`config.mk`:
```
export PLATFORM = sky130hd
export DESIGN_NAME = ultrasonic_range_obstacle_detector_core
export DESIGN_NICKNAME = d
export VERILOG_FILES = /design/src/urod_pkg.sv /design/src/ultrasonic_range_obstacle_detector_core.sv
export SDC_FILE = /design/constraint.sdc
export NUM_CORES = 1
export LEC_CHECK = 0
export ABC_AREA = 0
export BUFFER_PORTS_ARGS = -buffer_cell sky130_fd_sc_hd__clkbuf_2
export CAP_MARGIN = 10
export CORE_ASPECT_RATIO = 1.4
export CORE_MARGIN = 2
export CORE_UTILIZATION = 64
export DETAILED_ROUTE_END_ITERATION = 10
export PLACE_DENSITY = 0.82
export SLEW_MARGIN = 20
export SYNTH_ARGS = -nofsm -noshare
export SYNTH_HDL_FRONTEND = slang
export SYNTH_SLANG_ARGS = --single-unit
```
`constraint.sdc`:
```
create_clock -name clock -period 10.8 [get_ports clock]
set_input_delay 1.62 -clock clock [delete_from_list [all_inputs] [get_ports clock]]
set_output_delay 1.62 -clock clock [all_outputs]
set_load 0.03 [all_outputs]
```
`src/urod_pkg.sv`:
```
`timescale 1ns / 1ps

package urod_pkg;

   // field widths
   localparam int TRIG_W   = 10;
   localparam int TMO_W    = 16;
   localparam int INTV_W   = 16;
   localparam int DIST_W   = 11;
   localparam int COUNT_W  = 16;
   localparam int CSR_IDX_W  = 3;
   localparam int CSR_DATA_W = 16;

   // microsecond ticks per millisecond
   localparam int TICKS_PER_MS = 1000;
   localparam int TICK_W       = $clog2(TICKS_PER_MS + 1);

   localparam logic [COUNT_W-1:0] PRE_LOW_TICKS = COUNT_W'(2);
   localparam int                 US_PER_CM     = 58;

   // pulse / 58 as (pulse * RECIP) >> SHIFT, exact for any 16 bit pulse
   localparam int                 DIV_SHIFT = 21;
   localparam logic [COUNT_W-1:0] DIV_RECIP =
      COUNT_W'(((1 << DIV_SHIFT) + US_PER_CM - 1) / US_PER_CM);
   localparam int                 PROD_W = 2 * COUNT_W;

   // register reset values
   localparam logic [TRIG_W-1:0] TRIG_RESET  = TRIG_W'(10);
   localparam logic [TMO_W-1:0]  TMO_RESET   = TMO_W'(30000);
   localparam logic [INTV_W-1:0] INTV_RESET  = INTV_W'(100);
   localparam logic [DIST_W-1:0] STOP_RESET  = DIST_W'(20);
   localparam logic [DIST_W-1:0] CLEAR_RESET = DIST_W'(30);

   // register indexes
   localparam logic [CSR_IDX_W-1:0] CSR_TRIGGER_PULSE = CSR_IDX_W'(0);
   localparam logic [CSR_IDX_W-1:0] CSR_ECHO_TIMEOUT  = CSR_IDX_W'(1);
   localparam logic [CSR_IDX_W-1:0] CSR_UPDATE_INTV   = CSR_IDX_W'(2);
   localparam logic [CSR_IDX_W-1:0] CSR_STOP_DIST     = CSR_IDX_W'(3);
   localparam logic [CSR_IDX_W-1:0] CSR_CLEAR_DIST    = CSR_IDX_W'(4);

   typedef enum logic [2:0] {
      PH_PRE_LOW   = 3'd0,
      PH_TRIG_HIGH = 3'd1,
      PH_WAIT_ECHO = 3'd2,
      PH_ECHO_HIGH = 3'd3,
      PH_IDLE      = 3'd4
   } phase_type;

   typedef struct packed {
      logic              trigger_level;
      logic              signal_level;
      logic              reading_valid;
      logic              obstacle;
      logic [DIST_W-1:0] range_cm;
      logic              measure_done;
   } rsp_type;

endpackage

```
`src/ultrasonic_range_obstacle_detector_core.sv`:
```
`timescale 1ns / 1ps

// channel  direction  handshake          payload
// req      in         req_valid/stall    echo_level, external_alarm
// rsp      out        rsp_valid/stall    trigger, signal, valid, obstacle, distance, done
// csr      in         csr_we             csr_index, csr_wdata
//
// One transaction per cycle while req_stall is low: each tick is handled in one pass from the sequencer
// state to the result register, with one constant multiply for the distance.
// A two-entry output (result register plus skid) keeps req flowing while a
// result waits; req_stall rises only once the skid entry is occupied.
// Synchronous active-high reset; a measurement starts on the first tick after it.

module ultrasonic_range_obstacle_detector_core (
   input  logic                             clock,
   input  logic                             reset,
   input  logic                             req_valid,
   output logic                             req_stall,
   input  logic                             req_echo_level,
   input  logic                             req_external_alarm,
   output logic                             rsp_valid,
   input  logic                             rsp_stall,
   output logic                             rsp_trigger_level,
   output logic                             rsp_signal_level,
   output logic                             rsp_reading_valid,
   output logic                             rsp_obstacle,
   output logic [urod_pkg::DIST_W-1:0]      rsp_range_cm,
   output logic                             rsp_measure_done,
   input  logic                             csr_we,
   input  logic [urod_pkg::CSR_IDX_W-1:0]   csr_index,
   input  logic [urod_pkg::CSR_DATA_W-1:0]  csr_wdata
);
   import urod_pkg::*;

   // configuration
   logic [TRIG_W-1:0] trig_len_ff;
   logic [TMO_W-1:0]  timeout_ff;
   logic [INTV_W-1:0] interval_ff;
   logic [DIST_W-1:0] stop_ff;
   logic [DIST_W-1:0] clear_ff;

   // sequencer state
   phase_type          phase_ff, phase_in;
   logic [COUNT_W-1:0] count_ff, count_in;
   logic [TICK_W-1:0]  prescale_ff, prescale_in;
   logic [INTV_W-1:0]  ms_ff, ms_in;
   logic               valid_ff, valid_in;
   logic               obst_ff, obst_in;
   logic [DIST_W-1:0]  dist_ff, dist_in;

   // output buffer
   logic    out_valid_ff, skid_valid_ff;
   rsp_type out_ff, skid_ff;
   rsp_type result;

   logic               accept;
   logic               out_take;
   logic               start;
   phase_type          cur_phase;
   logic [COUNT_W-1:0] cur_count;
   logic [COUNT_W-1:0] count_inc;
   logic               tmo_hit;
   logic               trig;
   logic               ok;
   logic               fail;
   logic [PROD_W-1:0]  prod;
   logic [DIST_W-1:0]  quot;
   logic [DIST_W-1:0]  dist_new;
   logic [TICK_W:0]    pres_inc;
   logic [TICK_W-1:0]  pres_base;
   logic [INTV_W-1:0]  ms_base;

   assign req_stall = skid_valid_ff;
   assign accept    = req_valid & ~req_stall;
   assign out_take  = out_valid_ff & ~rsp_stall;

   // a new measurement begins from idle once the interval has run out
   assign start     = (phase_ff == PH_IDLE) && (ms_ff >= interval_ff);
   assign cur_phase = start ? PH_PRE_LOW : phase_ff;
   assign cur_count = start ? '0 : count_ff;
   assign count_inc = cur_count + COUNT_W'(1);
   assign tmo_hit   = cur_count >= timeout_ff;

   // next phase and count
   always_comb begin
      phase_in = phase_ff;
      count_in = count_ff;
      unique case (cur_phase)
         PH_PRE_LOW: begin
            if (count_inc >= PRE_LOW_TICKS) begin
               phase_in = PH_TRIG_HIGH;
               count_in = '0;
            end else begin
               phase_in = PH_PRE_LOW;
               count_in = count_inc;
            end
         end
         PH_TRIG_HIGH: begin
            // zero length still gives one high tick
            if (count_inc >= COUNT_W'(trig_len_ff)) begin
               phase_in = PH_WAIT_ECHO;
               count_in = '0;
            end else begin
               phase_in = PH_TRIG_HIGH;
               count_in = count_inc;
            end
         end
         PH_WAIT_ECHO: begin
            if (req_echo_level) begin
               if (timeout_ff == '0) begin
                  phase_in = PH_IDLE;
                  count_in = '0;
               end else begin
                  phase_in = PH_ECHO_HIGH;
                  count_in = COUNT_W'(1);
               end
            end else if (tmo_hit) begin
               phase_in = PH_IDLE;
               count_in = '0;
            end else begin
               phase_in = PH_WAIT_ECHO;
               count_in = count_inc;
            end
         end
         PH_ECHO_HIGH: begin
            if (!req_echo_level || tmo_hit) begin
               phase_in = PH_IDLE;
               count_in = '0;
            end else begin
               phase_in = PH_ECHO_HIGH;
               count_in = count_inc;
            end
         end
         default: begin
            phase_in = PH_IDLE;
            count_in = count_ff;
         end
      endcase
   end

   // outputs and measurement flags
   always_comb begin
      trig = (cur_phase == PH_TRIG_HIGH);
      ok   = (cur_phase == PH_ECHO_HIGH) && !req_echo_level;
      fail = ((cur_phase == PH_WAIT_ECHO) &&
              ((req_echo_level && (timeout_ff == '0)) || (!req_echo_level && tmo_hit))) ||
             ((cur_phase == PH_ECHO_HIGH) && req_echo_level && tmo_hit);

      prod     = PROD_W'(cur_count) * PROD_W'(DIV_RECIP);
      quot     = prod[DIV_SHIFT +: DIST_W];
      dist_new = (quot == '0) ? DIST_W'(1) : quot;

      valid_in = valid_ff;
      obst_in  = obst_ff;
      dist_in  = dist_ff;
      if (fail) begin
         valid_in = 1'b0;
         obst_in  = 1'b0;
      end else if (ok) begin
         valid_in = 1'b1;
         dist_in  = dist_new;
         if (dist_new <= stop_ff) begin
            obst_in = 1'b1;
         end else if (dist_new >= clear_ff) begin
            obst_in = 1'b0;
         end
      end

      result.trigger_level = trig;
      result.signal_level  = obst_in | req_external_alarm;
      result.reading_valid = valid_in;
      result.obstacle      = obst_in;
      result.range_cm      = dist_in;
      result.measure_done  = ok | fail;
   end

   // millisecond timer, restarted with each measurement, saturating
   always_comb begin
      pres_base   = start ? '0 : prescale_ff;
      ms_base     = start ? '0 : ms_ff;
      pres_inc    = {1'b0, pres_base} + (TICK_W + 1)'(1);
      prescale_in = pres_inc[TICK_W-1:0];
      ms_in       = ms_base;
      if (pres_inc >= (TICK_W + 1)'(TICKS_PER_MS)) begin
         prescale_in = '0;
         if (ms_base != '1) begin
            ms_in = ms_base + INTV_W'(1);
         end
      end
   end

   always_ff @(posedge clock) begin
      if (reset) begin
         trig_len_ff <= TRIG_RESET;
         timeout_ff  <= TMO_RESET;
         interval_ff <= INTV_RESET;
         stop_ff     <= STOP_RESET;
         clear_ff    <= CLEAR_RESET;
      end else if (csr_we) begin
         unique case (csr_index)
            CSR_TRIGGER_PULSE: trig_len_ff <= csr_wdata[TRIG_W-1:0];
            CSR_ECHO_TIMEOUT:  timeout_ff  <= csr_wdata[TMO_W-1:0];
            CSR_UPDATE_INTV:   interval_ff <= csr_wdata[INTV_W-1:0];
            CSR_STOP_DIST:     stop_ff     <= csr_wdata[DIST_W-1:0];
            CSR_CLEAR_DIST:    clear_ff    <= csr_wdata[DIST_W-1:0];
            default: ;
         endcase
      end
   end

   always_ff @(posedge clock) begin
      if (reset) begin
         phase_ff    <= PH_PRE_LOW;
         count_ff    <= '0;
         prescale_ff <= '0;
         ms_ff       <= '0;
         valid_ff    <= 1'b0;
         obst_ff     <= 1'b0;
         dist_ff     <= '0;
      end else if (accept) begin
         phase_ff    <= phase_in;
         count_ff    <= count_in;
         prescale_ff <= prescale_in;
         ms_ff       <= ms_in;
         valid_ff    <= valid_in;
         obst_ff     <= obst_in;
         dist_ff     <= dist_in;
      end
   end

   // result register with one skid entry behind it
   always_ff @(posedge clock) begin
      if (reset) begin
         out_valid_ff  <= 1'b0;
         skid_valid_ff <= 1'b0;
      end else begin
         if (skid_valid_ff) begin
            if (out_take) begin
               out_valid_ff  <= 1'b1;
               skid_valid_ff <= 1'b0;
            end
         end else if (accept) begin
            if (out_valid_ff && !out_take) begin
               skid_valid_ff <= 1'b1;
            end else begin
               out_valid_ff <= 1'b1;
            end
         end else if (out_take) begin
            out_valid_ff <= 1'b0;
         end
      end
   end

   always_ff @(posedge clock) begin
      if (skid_valid_ff) begin
         if (out_take) begin
            out_ff <= skid_ff;
         end
      end else if (accept) begin
         if (out_valid_ff && !out_take) begin
            skid_ff <= result;
         end else begin
            out_ff <= result;
         end
      end
   end

   assign rsp_valid         = out_valid_ff;
   assign rsp_trigger_level = out_ff.trigger_level;
   assign rsp_signal_level  = out_ff.signal_level;
   assign rsp_reading_valid = out_ff.reading_valid;
   assign rsp_obstacle      = out_ff.obstacle;
   assign rsp_range_cm      = out_ff.range_cm;
   assign rsp_measure_done  = out_ff.measure_done;

endmodule
```
==> impl_metrics.tcl, run 1 <==
set metrics [dict create \
    maxCapViolCount 0 \
    syn_area_per_cell_um2 8.61 \
    die_area_um2 21800 \
    critPathLaunchType "register" \
    critPathArrivalTime_ns 10.64 \
    synth-main-ff-cell "dfxtp_1" \
    cpMaxStageDelayCell "fa_1" \
    cts.reportedPaths.clkPinSlew_ns 0.07 \
    end_kind "register" \
    power_frac_clock_pct 41.8 \
    htree_levels 4 \
    placement.io_buffers 43 \
    yosys.area.top_type "dfxtp_1" \
    cts_tree "built" \
    cts_root_buffer "clkbuf_16" \
    ff2ff_path_depth 40 \
    setup_tns_ns 0 \
    place_ws_ns 0.217 \
    grt_max_degree 53 \
    whs_path_depth 2 \
    syn-instance-count 1532 \
    p_switching_mw 0.440 \
    combPwrFrac_pct 14.6 \
    slew_headroom_pct 29.2 \
    hp-class "reg2reg" \
    slew_violations 0 \
    rsz0062_at_grt "no" \
    grt_pass1_vias 11500 \
    ir_drop_v 0.000132 \
    yosys_warnings 0 \
    hold_start "trig_len_ff[4]$_SDFFE_PP0P_" \
    route.antenna.remaining_nets 0 \
    path_buf_inv 8 \
    whs_endpoint "trig_len_ff[4]$_SDFFE_PP0P_" \
    cpPeakStageDelay_ns 0.52 \
    antenna_found_initial 1 \
    drive_above_1_share_pct 8.35 \
    area_growth_syn_to_layout_pct 8.02 \
    placed_cells 1791 \
    synth_edf_count 32 \
    worst_pin_slew_ns 1.06 \
    clockBufferDepth 2 \
    final-setup-viol-count 0 \
    synth_area_um2 13200 \
    firstDrtPassIters 6 \
    critical_path_class "reg2reg" \
    nets 1841 \
    wirelength_um 35400 \
    fin_util_pct 69.8 \
    timing.final.ws_setup_ns 0.502 \
    core-area_um2 20400 \
    crit_family "compound AO/OA/AOI/OAI gates" \
    p_seq_share_pct 43.5 \
    clock_latency_ns 0.45 \
    num_vias 11300 \
    die_w_um 125 \
    drc_errors 0 \
    ys_types 78 \
    p_leak_nw 6.84 \
    power_density_nw_per_um2 101 \
    gp_congestion 0.996 \
    crit_required_ns 11.14 \
    critPathMostFrequentCell "inv_1" \
    io_pins 44 \
    status "complete, no violations" \
    fin_skew_ns 0.0111 \
    wl_per_cell_um 19.4 \
    hold-worst-slack_ns 0.456 \
    synth-seq-cells 156 \
    cp.depth 40 \
    worstPathMaxFanout 11 \
    timing.rr.end "obst_ff$_SDFFE_PP0P_" \
    cts_buffers 17 \
    grt_pass1_wl_um 57400 \
    rows 62 \
    synthesis.nets 1817 \
    ys_seq_area_share_pct 26.1 \
    instances_no_fill 1826 \
    gr-usage-all-layers_pct 33.2 \
    drt_iter0_markers 765 \
    finalCritPeriodShare_pct 95.4 \
    reg2reg_from "interval_ff[12]$_SDFFE_PP0P_" \
    clkSinkCount 156 \
    ys_top_cells_by_area "dfxtp_1 19%, ha_1 17%, fa_1 12%" \
    routed_via_density 6.21 \
    p_int_mw 0.994 \
    async_reset_ff_share_pct 0 \
    netlist.area_leader.share_pct 18.8 \
    start_util_pct 64.6 \
    fmax_mhz 97.1 \
    overflow 0 \
    holdBufCountCts 0 \
    r2r_slack_ns 0.50 \
    dp_hpwl_um 27300 \
    switching_share_pct 30.7 \
    die_h_um 174 \
    period_minus_slack_ns 10.30 \
    hold_viol 0 \
]
synth_stat cells, types with 11 or more instances:
master    instances
xor2_1           16
and2_1           19
a21o_1           21
nand2_1         212
nand2b_1         11
dfxtp_1         124
ha_1            181
o21ai_0          50
nor2_1           86
clkbuf_1         39
o21a_1           17
nand4_1          19
nor3_1           20
a21oi_1         106
xnor2_1          28
inv_1           205
and3_1           23
o211ai_1         35
mux2_2           15
fa_1             78
edfxtp_1         32
nand3_1          40
stage by stage:
stage               area (um2)  total power, mW
detailed placement       13600            0.843
floorplan                13200            0.780
CTS                      14200             1.43
global placement         13600            0.836
finish                   14200             1.43
global route             14200             1.48
area by class of cell:
| class | instances | area [um2] |
|---|---|---|
| flip-flops and latches | 156 | 3440 |
| well taps | 256 | 320 |
| fillers | 1592 | 6160 |
| clock inverters | 15 | 161 |
| multi-input cells | 1114 | 8770 |
| clock buffers | 17 | 425 |
| repair buffers | 60 | 345 |
| diodes | 1 | 2.50 |
| inverters | 207 | 777 |
worst register-to-register path, delay by kind of cell, from the launching register on:
kind	cells	cell delay, ns
DFF	1	0.35
and+or+nand+nor	7	1.14
adders and majority gates	9	3.50
AOI/OAI and AO/OA	15	4.13
buffers and inverters	8	0.86
xor gates and xnor gates	1	0.20
cell usage in the layout (no fill, tap or decap), types with 5 or more instances in the layout:
cell | netlist | layout
dfxtp_1 | 124 | 124
o31ai_1 | 10 | 10
a21oi_1 | 106 | 106
clkbuf_2 | 0 | 42
a31oi_1 | 6 | 6
mux2_2 | 15 | 15
edfxtp_1 | 32 | 32
clkbuf_16 | 0 | 17
xnor2_1 | 28 | 28
fa_1 | 78 | 78
a211oi_1 | 5 | 5
inv_6 | 0 | 5
a21o_1 | 21 | 21
nor2b_1 | 10 | 10
inv_8 | 0 | 6
o311ai_0 | 5 | 5
nand4_1 | 19 | 19
a2111oi_0 | 5 | 5
nor4_1 | 7 | 7
ha_1 | 181 | 181
or2_2 | 6 | 6
nor2_1 | 86 | 86
and2_1 | 19 | 19
nor3_1 | 20 | 19
inv_1 | 205 | 205
xor2_1 | 16 | 16
nand3_1 | 40 | 40
a22oi_1 | 5 | 5
nand2b_1 | 11 | 11
o21ai_0 | 50 | 50
o2111ai_1 | 7 | 7
nand2_1 | 212 | 212
o21a_1 | 17 | 17
buf_4 | 0 | 18
o211ai_1 | 35 | 35
and3_1 | 23 | 23
flip-flops by register name, indices dropped and copies added (netlist names):
name               cells
valid_ff               1
req_stall              1
ms_ff                 16
interval_ff           16
timeout_ff            16
rsp_measure_done       1
rsp_valid              1
dist_ff               11
count_ff              16
stop_ff               11
phase_ff               3
rsp_range_cm          11
rsp_signal_level       1
obst_ff                1
rsp_obstacle           1
skid_ff               16
clear_ff              11
prescale_ff           10
rsp_reading_valid      1
trig_len_ff           10
rsp_trigger_level      1
layer usage:
layer / GRT usage [%] / part of all wire (%) / vias up
met1: 37.7 / 38 / 5413
li1: - / - / 5323
met4: 20.1 / 6.4 / 0
met2: 58.2 / 50 / 463
met3: 5.28 / 5.6 / 148
met5: 0 / 0 / -
kinds of logic after synthesis:
group / share of synthesized area (%)
fa+ha+maj: 29.0
flops: 26.1
simple gates: 17.0
mux: 1.62
xor+xnor: 2.92
buf+inv: 7.56
compound gates: 15.8
power groups by stage:
stage | clock, mW | sequential, mW | combinational (mW)
detailed placement | 0 | 0.637 | 0.206
global placement | 0 | 0.636 | 0.199
finish | 0.600 | 0.624 | 0.210
global route | 0.623 | 0.626 | 0.232
floorplan | 0 | 0.647 | 0.132
CTS | 0.601 | 0.624 | 0.208
worst max path at each step:
stage,startpoint,endpoint
4_1_cts,ms_ff[0]$_SDFFE_PP0P_,rsp_obstacle$_DFFE_PP_
2_1_floorplan,ms_ff[0]$_SDFFE_PP0P_,obst_ff$_SDFFE_PP0P_
3_5_place_dp,ms_ff[0]$_SDFFE_PP0P_,rsp_obstacle$_DFFE_PP_
5_1_grt,interval_ff[12]$_SDFFE_PP0P_,obst_ff$_SDFFE_PP0P_
3_3_place_gp,ms_ff[0]$_SDFFE_PP0P_,rsp_obstacle$_DFFE_PP_
6_report,interval_ff[12]$_SDFFE_PP0P_,obst_ff$_SDFFE_PP0P_
timing repair:
item                       CTS  global route
buffers inserted             0             2
resized for setup            0             2
setup endpoints to repair    0             5
No activity file was read; power rests on OpenSTA's default activity.
==> run 2, diff against run 1 <==
- ABC_AREA: 0 -> 1
==> impl_metrics.tcl, run 2 <==
set metrics [dict create \
    fin_skew_ns 0.00737 \
    post_cts_resized 0 \
    slew_headroom_pct 24.5 \
    antenna_found_initial 0 \
    grt_pass1_vias 12400 \
    cpPeakStageDelay_ns 0.77 \
    synthesis.nets 2157 \
    grt_max_degree 55 \
    placement.io_buffers 43 \
    slew_violations 0 \
    clock_latency_ns 0.43 \
    route.antenna.remaining_nets 0 \
    gp_congestion 1.03 \
    ys_top_cells_by_area "dfxtp_1 18%, ha_1 16%, fa_1 11%" \
    die_w_um 129 \
    cts_root_buffer "clkbuf_16" \
    ys_types 48 \
    finalCritPeriodShare_pct 91.2 \
    syn-instance-count 1872 \
    rows 64 \
    overflow 0 \
    seqCellArea_um2 3440 \
    p_leak_nw 7.89 \
    critPathMostFrequentCell "nand2_1" \
    multi_input_area_um2 9020 \
    core-area_um2 21700 \
    critPathLaunchType "register" \
    num_vias 12600 \
    num_antenna_cells 0 \
    start_util_pct 64.5 \
    end_kind "register" \
    cts.reportedPaths.clkPinSlew_ns 0.07 \
    placed_cells 2169 \
    rsz0062_at_grt "no" \
    grt_pass1_wl_um 61500 \
    netlist.area_leader.share_pct 17.7 \
    worstPathMaxFanout 53 \
    area_growth_syn_to_layout_pct 6.64 \
    ys_seq_area_share_pct 24.6 \
    clockBufferDepth 2 \
    critPathArrivalTime_ns 10.03 \
    gr-usage-all-layers_pct 34.2 \
    drive_above_1_share_pct 8.67 \
    fmax_mhz 102 \
    drt_iter0_markers 1064 \
    clkSinkCount 156 \
    synthTopCellsByCount "390 x nand2_1, 330 x inv_1, 181 x ha_1" \
    synth_edf_count 32 \
    status "complete, no violations" \
    firstDrtPassIters 7 \
    crit_required_ns 10.98 \
    wirelength_um 38300 \
    final-setup-viol-count 0 \
    syn_area_per_cell_um2 7.48 \
    die_h_um 179 \
    ir_drop_v 0.0000936 \
    synth_area_um2 14000 \
    hold_viol 0 \
    post-synth-top-count-cell "nand2_1" \
    yosys.area.top_type "dfxtp_1" \
    routed_via_density 5.70 \
    layout_commonest_cell "nand2_1" \
    mostFrequentLayoutCells "390 x nand2_1, 330 x inv_1, 181 x ha_1" \
    holdBufCountCts 0 \
    cpMaxStageDelayCell "nor2_1" \
    yosys_warnings 0 \
    synth-main-ff-cell "dfxtp_1" \
    critical_path_class "reg2reg" \
    fill_cells 1813 \
    power_density_nw_per_um2 90.9 \
    cts_setup_buffers 0 \
    cts_tree "built" \
    async_reset_ff_share_pct 0 \
    io_pins 44 \
    die_area_um2 23100 \
    synth-seq-cells 156 \
    hp-class "reg2reg" \
    cts_buffers 17 \
    worst_pin_slew_ns 1.13 \
    nets 2176 \
    maxCapViolCount 0 \
    wl_per_cell_um 17.4 \
    drc_errors 0 \
    setup_tns_ns 0 \
    period_minus_slack_ns 9.85 \
    dp_hpwl_um 30500 \
    instances_no_fill 2201 \
    htree_levels 4 \
]
run 2: cell count changes after synthesis, sizes merged, moves of 12 or more:
cell / previous run / this run
a21o: 21 / 9
a21oi: 106 / 146
and2: 19 / 1
and3: 24 / 0
inv: 206 / 339
mux2: 16 / 0
nand2: 213 / 402
nand3: 40 / 111
nand4: 19 / 31
nor2: 86 / 150
o211ai: 35 / 18
o21a: 17 / 2
o21ai: 52 / 121
xnor2: 28 / 3
run 2: final timing paths:
kind	start	endpoint	slack, ns	cells past startpoint
worst max-delay path	ms_ff[0]$_SDFFE_PP0P_	rsp_signal_level$_DFFE_PP_	0.95	48
worst min-delay path	interval_ff[9]$_SDFFE_PP0P_	interval_ff[9]$_SDFFE_PP0P_	0.46	2
worst max register to register	ms_ff[0]$_SDFFE_PP0P_	rsp_signal_level$_DFFE_PP_	0.95	48
worst min register to register	interval_ff[9]$_SDFFE_PP0P_	interval_ff[9]$_SDFFE_PP0P_	0.46	2
run 2: area by class of cell:
cell class | instances | share of cell area (%)
sequential | 156 | 23.1
clock buffer | 17 | 2.85
multi-input combinational | 1327 | 60.4
timing repair buffer | 48 | 1.69
tap | 297 | 2.49
clock inverter | 15 | 0.922
inverter | 341 | 8.57
run 2: routing by layer:
metal	up-vias	wire (um)	global-route usage, %
met5	-	0	0
met4	0	2910	23.5
met3	171	1460	3.58
met2	434	19600	61.3
met1	5870	14400	37.8
li1	6080	-	-
run 2: metrics by stage:
| stage | setup WS (ns) | total power [mW] | hold slack [ns] | utilization [%] | cell area (um2) |
|---|---|---|---|---|---|
| final | 0.948 | 1.36 | 0.459 | 68.8 | 14900 |
| after global routing | 0.282 | 1.40 | 0.477 | 68.8 | 14900 |
| after CTS | 1.08 | 1.36 | 0.465 | 68.8 | 14900 |
| after detailed placement | 1.15 | 0.785 | 0.455 | 66.2 | 14400 |
| after global placement | 1.26 | 0.781 | 0.447 | 66.2 | 14400 |
| after floorplan | 2.89 | 0.741 | 0.435 | - | 14000 |
run 2: cells by family after synthesis:
logic type / synth area share (%)
flip-flops: 24.6
AND/OR/NAND/NOR: 23.8
buffers and inverters: 11.0
adder cells (fa/ha/maj): 27.3
XOR/XNOR: 1.13
AO/OA/AOI/OAI: 12.2
run 2: where the power goes:
part | total [mW] | internal, mW | leakage, nW | switching [mW]
clock | 0.582 | 0.321 | 0.275 | 0.261
sequential | 0.628 | 0.618 | 1.32 | 0.0103
combinational | 0.148 | 0.0416 | 6.30 | 0.106
total | 1.36 | 0.981 | 7.89 | 0.377
run 2: critical path, delay by kind of cell, from the launching register on:
family / cells / cell delay (ns)
buf+inv: 6 / 0.72
flops: 1 / 0.35
fa+ha+maj: 9 / 3.49
xor+xnor: 1 / 0.15
compound gates: 6 / 0.85
simple gates: 26 / 4.00
==> run 3, diff against run 2 <==
- CORE_MARGIN: 2 -> 3
- CORE_UTILIZATION: 64 -> 35
- PLACE_DENSITY: 0.82 -> not set
- clock period: 10.8 -> 8 ns (I/O delays scaled with it)
==> impl_metrics.tcl, run 3 (synthesized netlist as in run 2, its figures left out) <==
set metrics [dict create \
    end_kind "register" \
    cts.reportedPaths.clkPinSlew_ns 0.07 \
    fin_skew_ns 0.0104 \
    placement.io_buffers 43 \
    ir_drop_v 0.000106 \
    grt_max_degree 69 \
    firstDrtPassIters 5 \
    maxCapViolCount 0 \
    grt_pass1_wl_um 65800 \
    fill_cells 3924 \
    area_growth_syn_to_layout_pct 25.2 \
    routed_via_density 4.97 \
    mostFrequentLayoutCells "368 x nand2_1, 302 x inv_1, 198 x buf_4" \
    drt_iter0_markers 817 \
    clockBufferDepth 2 \
    violations "setup timing" \
    overflow 0 \
    nets 2374 \
    wirelength_um 41900 \
    post_dp_cell_area_um2 16000 \
    die_area_um2 42500 \
    clkSinkCount 156 \
    placed_cells 2570 \
    crit_required_ns 8.30 \
    final_area_um2 17500 \
    instances_no_fill 2630 \
    p_leak_nw 8.92 \
    finalPower_mw 1.85 \
    critPathArrivalTime_ns 8.57 \
    holdBufCountCts 0 \
    finalCritPeriodShare_pct 103 \
    die_w_um 175 \
    setup_tns_ns -1.56 \
    cts_tree "built" \
    gp_congestion 0.913 \
    critical_path_class "reg2reg" \
    clock_latency_ns 0.44 \
    drc_errors 0 \
    slew_headroom_pct 27.1 \
    antenna_found_initial 0 \
    critPathMostFrequentCell "buf_4" \
    start_util_pct 35.5 \
    die_h_um 243 \
    layout_commonest_cell "nand2_1" \
    gr-usage-all-layers_pct 19.3 \
    route.antenna.remaining_nets 0 \
    rsz0062_at_grt "yes" \
    htree_levels 4 \
    grt_pass1_vias 12900 \
    status "complete, but fails checks" \
    num_vias 13100 \
    dp_hpwl_um 33300 \
    io_pins 44 \
    core-area_um2 39500 \
    fin_util_pct 44.4 \
    critPathLaunchType "register" \
    cpMaxStageDelayCell "fa_1" \
    worst_pin_slew_ns 1.09 \
    cts_root_buffer "clkbuf_16" \
    power_density_nw_per_um2 106 \
    cpPeakStageDelay_ns 0.56 \
    slew_violations 0 \
    fmax_mhz 121 \
    final-setup-viol-count 8 \
    hold_viol 0 \
    wl_per_cell_um 15.9 \
    hp-class "reg2reg" \
    rows 86 \
    timing.final.ws_setup_ns -0.276 \
    period_minus_slack_ns 8.28 \
    hold-worst-slack_ns 0.463 \
    drive_above_1_share_pct 23.6 \
    worstPathMaxFanout 6 \
    cts_buffers 17 \
    num_antenna_cells 0 \
    place_ws_ns -0.593 \
]
## run 3: cell types whose count changed in the layout (fill, tap and decap cells not counted), sizes merged
| cell | change |
|---|---|
| bufinv | -1 |
| clkinvlp | +3 |
| clkbuf | +1 |
| inv | -1 |
| clkinv | -2 |
| buf | +198 |
## run 3: layer usage
layer / GRT usage [%] / up-vias / share of wire (%)
li1: - / 6494 / -
met1: 21.7 / 6174 / 39
met2: 35.4 / 295 / 52
met3: 2.27 / 109 / 3.1
met4: 10.1 / 0 / 5.7
met5: 0 / - / 0
## run 3: repair_timing
action / 4_1_cts / 5_1_grt
pin swaps: 66 / 41
setup endpoints to repair: 5 / 8
setup buffers: 23 / 5
resized for setup: 101 / 77
## run 3: worst paths after layout
check	startpoint	to	slack (ns)	depth (start not counted)
setup reg to reg	interval_ff[14]$_SDFFE_PP0P_	rsp_range_cm[0]$_DFFE_PP_	-0.28	49
hold / removal	trig_len_ff[7]$_SDFFE_PP0P_	trig_len_ff[7]$_SDFFE_PP0P_	0.46	2
setup / recovery	interval_ff[14]$_SDFFE_PP0P_	rsp_range_cm[0]$_DFFE_PP_	-0.28	49
hold reg to reg	trig_len_ff[7]$_SDFFE_PP0P_	trig_len_ff[7]$_SDFFE_PP0P_	0.46	2
## run 3: worst max-delay path, delay by kind of cell, from the launching register on
family	cells	cell delay (ns)
adder cells (fa/ha/maj)	8	3.55
XOR/XNOR	1	0.20
flip-flops	1	0.32
AO/OA/AOI/OAI	3	0.43
AND/OR/NAND/NOR	16	1.59
buffers and inverters	21	2.01
## run 3: where the power goes
| group | switching, mW | internal (mW) |
|---|---|---|
| clock | 0.366 | 0.409 |
| combinational | 0.156 | 0.0763 |
| sequential | 0.0124 | 0.834 |
| total | 0.534 | 1.32 |
## run 3: area by class of cell
class	instances	area (um2)	share of cell area [%]
Timing Repair Buffer	246	1790	10.2
Clock buffer	18	429	2.45
Inverter	341	1290	7.38
Sequential cell	156	3450	19.7
Tap cell	528	661	3.77
Multi-Input combinational cell	1327	9770	55.7
Clock inverter	14	130	0.742
